$ cat src/hdl/rlf_pkg.sv
package rlf_pkg;

  localparam int IN_TDATA_W  = 8;
  localparam int OUT_TDATA_W = 16;
  localparam int CFG_IDX_W   = 3;
  localparam int CFG_DATA_W  = 8;
  localparam int CNT_W       = 9;

  localparam logic [7:0] RESP_TIMEOUT_RST  = 8'd3;
  localparam logic [7:0] STARTUP_GRACE_RST = 8'd3;

  // flag bit positions within a port status
  localparam int FLG_OPENED = 0;
  localparam int FLG_ACTIVE = 1;
  localparam int FLG_NODATA = 2;
  localparam int FLG_BAD    = 3;

  typedef enum logic [1:0] {
    REQ_CONNECT    = 2'd0,
    REQ_DISCONNECT = 2'd1,
    REQ_DATA       = 2'd2,
    REQ_TICK       = 2'd3
  } req_type_t;

  typedef enum logic [CFG_IDX_W-1:0] {
    CFG_QUERY_EN      = 3'd0,
    CFG_SEPARATE      = 3'd1,
    CFG_SINGLE        = 3'd2,
    CFG_RESP_TIMEOUT  = 3'd3,
    CFG_STARTUP_GRACE = 3'd4
  } cfg_idx_t;

  typedef logic [3:0]              flags_t;
  typedef logic signed [CNT_W-1:0] cnt_t;

  typedef struct packed {
    logic       query_en;
    logic       separate;
    logic       single;
    logic [7:0] resp_timeout;
    logic [7:0] grace;
  } cfg_t;

  typedef struct packed {
    logic      bad_data;
    logic      port;
    req_type_t req_type;
  } req_t;

  // main_status sits in the low bits
  typedef struct packed {
    logic   probe_reserve;
    logic   probe_main;
    logic   all_disconnected;
    logic   first_connected;
    logic   state_changed;
    flags_t reserve_status;
    flags_t main_status;
  } res_t;

  localparam int RES_W = $bits(res_t);

endpackage

$ cat src/hdl/rlf_cfg_regs.sv
module rlf_cfg_regs (
  input  logic                            clk,
  input  logic                            rst_n,
  input  logic                            cfg_we,
  input  logic [rlf_pkg::CFG_IDX_W-1:0]   cfg_index,
  input  logic [rlf_pkg::CFG_DATA_W-1:0]  cfg_wdata,
  output rlf_pkg::cfg_t                   cfg
);
  import rlf_pkg::*;

  cfg_t cfg_r, cfg_nxt;

  always_comb begin
    cfg_nxt = cfg_r;
    if (cfg_we) begin
      case (cfg_idx_t'(cfg_index))
        CFG_QUERY_EN:      cfg_nxt.query_en     = cfg_wdata[0];
        CFG_SEPARATE:      cfg_nxt.separate     = cfg_wdata[0];
        CFG_SINGLE:        cfg_nxt.single       = cfg_wdata[0];
        CFG_RESP_TIMEOUT:  cfg_nxt.resp_timeout = cfg_wdata[7:0];
        CFG_STARTUP_GRACE: cfg_nxt.grace        = cfg_wdata[7:0];
        default:           cfg_nxt = cfg_r;
      endcase
    end
  end

  always_ff @(posedge clk) begin
    if (!rst_n) begin
      cfg_r.query_en     <= 1'b0;
      cfg_r.separate     <= 1'b0;
      cfg_r.single       <= 1'b0;
      cfg_r.resp_timeout <= RESP_TIMEOUT_RST;
      cfg_r.grace        <= STARTUP_GRACE_RST;
    end else begin
      cfg_r <= cfg_nxt;
    end
  end

  assign cfg = cfg_r;

endmodule

$ cat src/hdl/rlf_step.sv
module rlf_step (
  input  rlf_pkg::cfg_t   cfg,
  input  rlf_pkg::req_t   req,
  input  rlf_pkg::flags_t flags_i [2],
  input  rlf_pkg::cnt_t   cnt_i   [2],
  output rlf_pkg::flags_t flags_o [2],
  output rlf_pkg::cnt_t   cnt_o   [2],
  output rlf_pkg::res_t   res
);
  import rlf_pkg::*;

  flags_t fl [2];
  cnt_t   cn [2];
  cnt_t   grace_neg;
  cnt_t   resp_pos;
  logic   p, q;
  logic   need;
  logic   swapped;

  assign grace_neg = cnt_t'(9'd0 - {1'b0, cfg.grace});
  assign resp_pos  = cnt_t'({1'b0, cfg.resp_timeout});
  assign p = req.port;
  assign q = ~req.port;

  always_comb begin
    fl      = flags_i;
    cn      = cnt_i;
    res     = '0;
    need    = 1'b0;
    swapped = 1'b0;
    case (req.req_type)
      REQ_CONNECT: begin
        if (!fl[p][FLG_OPENED]) begin
          res.first_connected = !fl[q][FLG_OPENED];
          if (cfg.separate || !fl[q][FLG_OPENED]) fl[p][FLG_ACTIVE] = 1'b1;
          fl[p][FLG_OPENED] = 1'b1;
          cn[p] = grace_neg;
          res.state_changed = 1'b1;
        end
      end
      REQ_DISCONNECT: begin
        if (fl[p][FLG_OPENED]) begin
          res.all_disconnected = !fl[q][FLG_OPENED];
          cn[p] = '0;
          fl[p][FLG_NODATA] = 1'b0;
          fl[p][FLG_OPENED] = 1'b0;
          fl[p][FLG_ACTIVE] = 1'b0;
          if (!cfg.separate && fl[q][FLG_OPENED] && !fl[q][FLG_ACTIVE])
            fl[q][FLG_ACTIVE] = 1'b1;
          res.state_changed = 1'b1;
        end
      end
      REQ_DATA: begin
        if (fl[p][FLG_OPENED]) begin
          fl[p][FLG_BAD] = req.bad_data;
          // counter not positive yet: first data after grace or timeout
          if (cn[p][CNT_W-1] || cn[p] == '0) begin
            fl[p][FLG_NODATA] = 1'b0;
            res.state_changed = 1'b1;
          end
          cn[p] = resp_pos;
        end
      end
      REQ_TICK: begin
        if (cfg.query_en) begin
          if (!cfg.separate && !cfg.single) begin
            res.probe_reserve = fl[0][FLG_ACTIVE] && fl[1][FLG_OPENED];
            res.probe_main    = fl[1][FLG_ACTIVE] && fl[0][FLG_OPENED];
          end
          for (int n = 0; n < 2; n++) begin
            if (cn[n[0]] != '0) begin
              if (cn[n[0]][CNT_W-1]) cn[n[0]] = cn[n[0]] + cnt_t'(1);
              else                   cn[n[0]] = cn[n[0]] - cnt_t'(1);
              if (cn[n[0]] == '0) begin
                fl[n[0]][FLG_NODATA] = 1'b1;
                need = 1'b1;
              end
            end
          end
          if (need) begin
            // main is checked first; only one switchover per tick
            for (int n = 0; n < 2; n++) begin
              if (!swapped && fl[n[0]][FLG_OPENED] && fl[n[0]][FLG_ACTIVE] &&
                  fl[n[0]][FLG_NODATA] && fl[~n[0]][FLG_OPENED]) begin
                swapped = 1'b1;
                if (!cfg.separate) begin
                  fl[n[0]][FLG_ACTIVE]  = 1'b0;
                  fl[~n[0]][FLG_ACTIVE] = 1'b1;
                end
                cn[0] = grace_neg;
                cn[1] = grace_neg;
              end
            end
            res.state_changed = 1'b1;
          end
        end
      end
      default: begin
        fl = flags_i;
      end
    endcase
    res.main_status    = fl[0];
    res.reserve_status = fl[1];
  end

  assign flags_o = fl;
  assign cnt_o   = cn;

endmodule

$ cat src/hdl/redundant_link_failover.sv
// channel  | direction | tdata fields, lowest bit first
// in_      | request   | req_type[1:0], port[2], bad_data[3], zero fill to 8 bits
// out_     | result    | main_status[3:0], reserve_status[7:4], state_changed[8],
//          |           | first_connected[9], all_disconnected[10], probe_main[11],
//          |           | probe_reserve[12], zero fill to 16 bits
// cfg_     | write     | cfg_index selects the register, cfg_wdata[7:0] the value
//
// one request per cycle sustained while out_tready stays high; a request is taken
// into the input register, then its port state update goes into the result register
// synchronous active-low reset clears the link state, the valid flags and the config registers to defaults
// a stalled result holds in the result register while the next request waits in
// the input register; in_tready drops only when both are full

module redundant_link_failover (
  input  logic                           clk,
  input  logic                           rst_n,
  input  logic                           in_tvalid,
  output logic                           in_tready,
  input  logic [rlf_pkg::IN_TDATA_W-1:0] in_tdata,   // req_type, port, bad_data
  output logic                           out_tvalid,
  input  logic                           out_tready,
  output logic [rlf_pkg::OUT_TDATA_W-1:0] out_tdata, // main_status, reserve_status,
                                                     // state_changed, first_connected,
                                                     // all_disconnected, probe_main,
                                                     // probe_reserve
  input  logic                           cfg_we,
  input  logic [rlf_pkg::CFG_IDX_W-1:0]  cfg_index,
  input  logic [rlf_pkg::CFG_DATA_W-1:0] cfg_wdata
);
  import rlf_pkg::*;

  cfg_t   cfg;
  logic   in_valid_r;
  req_t   in_req_r;
  logic   out_valid_r;
  res_t   out_res_r;
  flags_t flags_r  [2];
  cnt_t   cnt_r    [2];
  flags_t flags_nxt[2];
  cnt_t   cnt_nxt  [2];
  res_t   res_nxt;
  logic   out_free;
  logic   advance;

  rlf_cfg_regs u_cfg (
    .clk       (clk),
    .rst_n     (rst_n),
    .cfg_we    (cfg_we),
    .cfg_index (cfg_index),
    .cfg_wdata (cfg_wdata),
    .cfg       (cfg)
  );

  rlf_step u_step (
    .cfg     (cfg),
    .req     (in_req_r),
    .flags_i (flags_r),
    .cnt_i   (cnt_r),
    .flags_o (flags_nxt),
    .cnt_o   (cnt_nxt),
    .res     (res_nxt)
  );

  assign out_free  = !out_valid_r || out_tready;
  assign advance   = in_valid_r && out_free;
  assign in_tready = !in_valid_r || out_free;

  always_ff @(posedge clk) begin
    if (!rst_n) begin
      in_valid_r <= 1'b0;
    end else if (in_tready) begin
      in_valid_r <= in_tvalid;
    end
  end

  always_ff @(posedge clk) begin
    if (in_tready && in_tvalid) begin
      in_req_r.req_type <= req_type_t'(in_tdata[1:0]);
      in_req_r.port     <= in_tdata[2];
      in_req_r.bad_data <= in_tdata[3];
    end
  end

  // port state moves with the request that leaves the input register
  always_ff @(posedge clk) begin
    if (!rst_n) begin
      flags_r[0] <= '0;
      flags_r[1] <= '0;
      cnt_r[0]   <= '0;
      cnt_r[1]   <= '0;
    end else if (advance) begin
      flags_r <= flags_nxt;
      cnt_r   <= cnt_nxt;
    end
  end

  always_ff @(posedge clk) begin
    if (!rst_n) begin
      out_valid_r <= 1'b0;
    end else if (out_free) begin
      out_valid_r <= in_valid_r;
    end
  end

  always_ff @(posedge clk) begin
    if (advance) begin
      out_res_r <= res_nxt;
    end
  end

  assign out_tvalid = out_valid_r;
  assign out_tdata  = {(OUT_TDATA_W - RES_W)'(0), out_res_r};

endmodule

$ cat config.mk
export PLATFORM = sky130hd
export DESIGN_NAME = redundant_link_failover
export DESIGN_NICKNAME = d
export VERILOG_FILES = /design/src/hdl/rlf_pkg.sv /design/src/hdl/rlf_cfg_regs.sv /design/src/hdl/rlf_step.sv /design/src/hdl/redundant_link_failover.sv
export SDC_FILE = /design/constraint.sdc
export NUM_CORES = 1
export LEC_CHECK = 0
export ABC_CLOCK_PERIOD_IN_PS = 4300
export BUFFER_PORTS_ARGS = -buffer_cell sky130_fd_sc_hd__buf_2
export CAP_MARGIN = 5
export CELL_PAD_IN_SITES_DETAIL_PLACEMENT = 1
export CELL_PAD_IN_SITES_GLOBAL_PLACEMENT = 1
export CORE_MARGIN = 3
export CORE_UTILIZATION = 30
export CTS_CLUSTER_DIAMETER = 200
export CTS_CLUSTER_SIZE = 25
export DETAILED_ROUTE_END_ITERATION = 10
export PLACE_DENSITY_LB_ADDON = 0.1
export SETUP_SLACK_MARGIN = 0.02
export SLEW_MARGIN = 20
export SYNTH_ARGS = -nofsm -noshare
export SYNTH_HDL_FRONTEND = slang
export SYNTH_HIERARCHICAL = 1
export SYNTH_SLANG_ARGS = --single-unit
$ cat constraint.sdc
create_clock -name clk -period 4.3 [get_ports clk]
set_input_delay 0.645 -clock clk [delete_from_list [all_inputs] [get_ports clk]]
set_output_delay 0.645 -clock clk [all_outputs]
set_load 0.05 [all_outputs]
==> flow_summary.ini <==
[die]
die_area_um2 = 19030
start_util_pct = 31.05
die_x_um = 137.9
std_cell_rows = 47
die_h_um = 137.9
coreArea_um2 = 16820
io_pins = 42

[route]
route.detailed.drc = 0
ant_nets = 0
num_vias = 5171
via_per_inst = 5.752
routed_wl_um = 18530
avgRoutedWirePerCell_um = 20.61
drtIter0Drc = 340
first_pass_iters = 5

[worst_setup_path]
critical_path.max_fanout = 11
cp.arrival_ps = 4050
crit_required_ps = 4490
crit_type = reg -> reg
crit_path_start_kind = register
cp-end-kind = register

[finish]
seq_area_um2 = 1451
fin_nets = 717
diodes = 0
drive_gt1_share_pct = 11.93
multi_input_area_um2 = 3377
area_delta_synth_final_pct = 10.73
fillers = 2074

[sta]
fmax_ghz = 0.2594
hold_violations = 0
finalSetupViolations = 0
finalCritPeriodShare_pct = 89.64
slew_violations = 0
rsz0062_at_grt = no
tightest_slew_ps = 1028
clock_skew_ps = 8.332
timing.hold.ws_ps = 457.6
relSlewSlack_pct = 31.30
finalCriticalPeriod_ps = 3855
fin_setup_tns_ps = 0

[power]
peakVddDrop_mv = 0.1876
total_power_mw = 1.760
cellPowerDensity_nw_per_um2 = 304.4
p_leak_nw = 2.136

[min_path]
min_path_type = reg -> reg

[place]
gp_congestion = 0.8811
portBuffers = 34
dp_hpwl_um = 13530

[global_routing]
antenna_found_initial = 0
track_usage_pct = 20.14
grt_start_max_net_pins = 44
grt_pass1_vias = 5324
grt-ovfl-total = 0
grt_first_pass_wirelength_um = 29610

[run]
max_cap_viol_count = 0

[yosys]
synth.most_common_cell = nand2_1
synthCells = 669
synth_edf_count = 17
async_flop_share_pct = 0
ys_seq_elements = 64
yosysWarningCount = 6
netlist_area_um2 = 5223
yosysUniqueCellTypes = 78
yosys-top-cells-area = dfxtp_1 (18%), edfxtp_1 (9.8%), mux2i_1 (8.8%)
synthFlopType = dfxtp_1
yosys.area.top_type = dfxtp_1
syn_area_per_cell_um2 = 7.806
ys_seq_area_share_pct = 27.79
ys_top_cells_by_count = nand2_1 (111), dfxtp_1 (47), o21ai_0 (47)
netlist.area_leader.share_pct = 18.02

[clocking]
cts_tree = yes
postCtsResizedCells = 0
cts_made_buffers = 9
clk_latency_ps = 340
clock_tree.buffer_depth = 2
cts_hold_buf = 0
cts_setup_buffers = 0
clk_pin_slew_worst_paths_ps = 60
cts_sinks = 64
clockRootBuffer = clkbuf_16
cts.htree.levels = 3

[run_status]
status = finished clean
## worst max-delay path, stage by stage, from the launching register on
cell,delay (ps)
dfxtp_1,330
inv_1,320
ha_1,410
a21o_1,260
nor3b_1,300
o221ai_1,240
nor4b_4,460
nand2_2,160
a2bb2oi_2,230
o21ai_2,350
o32ai_1,120
a221o_1,380
nand2_1,60
mux2i_1,70
## layer usage
metal	vias to the layer above	share of wire [%]	wire [um]	track usage (%)
met5	-	0	0	0
met4	0	1.7	319	5.324
met3	24	4.3	791	3.193
met2	117	47	8629	33.49
met1	2573	47	8791	27.21
li1	2457	-	-	-
## per-stage QoR
stage                     cell area, um2  setup WS (ps)  utilization, %  std cells
after floorplan                     5230           1113               -        671
after global placement              5484          520.2           32.61        883
after detailed placement            5484          480.4           32.61        883
after CTS                           5783          450.5           34.38        899
after global routing                5783          162.5           34.38        899
final                               5783          445.3           34.38        899
## where the power goes
group | leakage (nW) | internal (mW) | switching [mW]
registers | 0.546 | 0.637 | 0.0227
logic | 1.45 | 0.125 | 0.228
clock network | 0.145 | 0.464 | 0.284
total | 2.14 | 1.23 | 0.535
## cells by family (layout without fill, tap and decap cells)
kind of cell | Yosys count | count (layout) | synth area share, %
AND/OR/NAND/NOR | 239 | 239 | 22.62
AO/OA/AOI/OAI | 203 | 203 | 25.73
buffers and inverters | 83 | 91 | 7.786
flip-flops | 64 | 64 | 27.79
multiplexers | 46 | 46 | 8.816
adder cells (fa/ha/maj) | 19 | 19 | 4.839
XOR/XNOR | 14 | 14 | 2.348
other | 1 | 3 | 0.07180
## final timing paths
| check | endpoint | from | slack, ps | cells past startpoint |
|---|---|---|---|---|
| setup / recovery | cnt_r[13] | cnt_r[17] | 450 | 13 |
| setup reg to reg | cnt_r[13] | cnt_r[17] | 450 | 13 |
| hold / removal | flags_r[7] | flags_r[7] | 460 | 2 |
| hold reg to reg | flags_r[7] | flags_r[7] | 460 | 2 |
## state kept, by name, indices dropped and copies added (netlist names)
signal	count
u_cfg/cfg	19
in_valid_r	1
out_tdata	13
flags_r	8
out_tvalid	1
in_req_r	4
cnt_r	18
## cell type report
cell class                 count  area share [%]
tap                          220           4.760
timing repair buffer          49           4.890
clock inverter                 5          0.9736
sequential                    64           25.10
multi-input combinational    524           58.39
clock buffer                  11           4.197
inverter                      26           1.688
## placed cells by master (no fill, tap or decap), types with 4 or more instances in the layout
cell / count
buf_4: 15
mux2i_1: 46
nor4_1: 8
o21ai_0: 47
xnor2_1: 10
o211ai_1: 5
nor2b_1: 15
or3_1: 4
inv_1: 24
o22ai_1: 10
a21oi_1: 42
a21o_1: 8
a32oi_1: 5
a211oi_1: 5
o21ai_1: 5
nand3_1: 20
buf_2: 34
xor2_1: 4
edfxtp_1: 17
nor3_1: 11
nor2_1: 28
a31oi_1: 17
ha_1: 17
nand2b_1: 9
a221oi_1: 5
o221ai_1: 13
dfxtp_1: 47
nand2_1: 111
clkbuf_16: 9
Note: power is estimated with default switching activity, not from simulation.
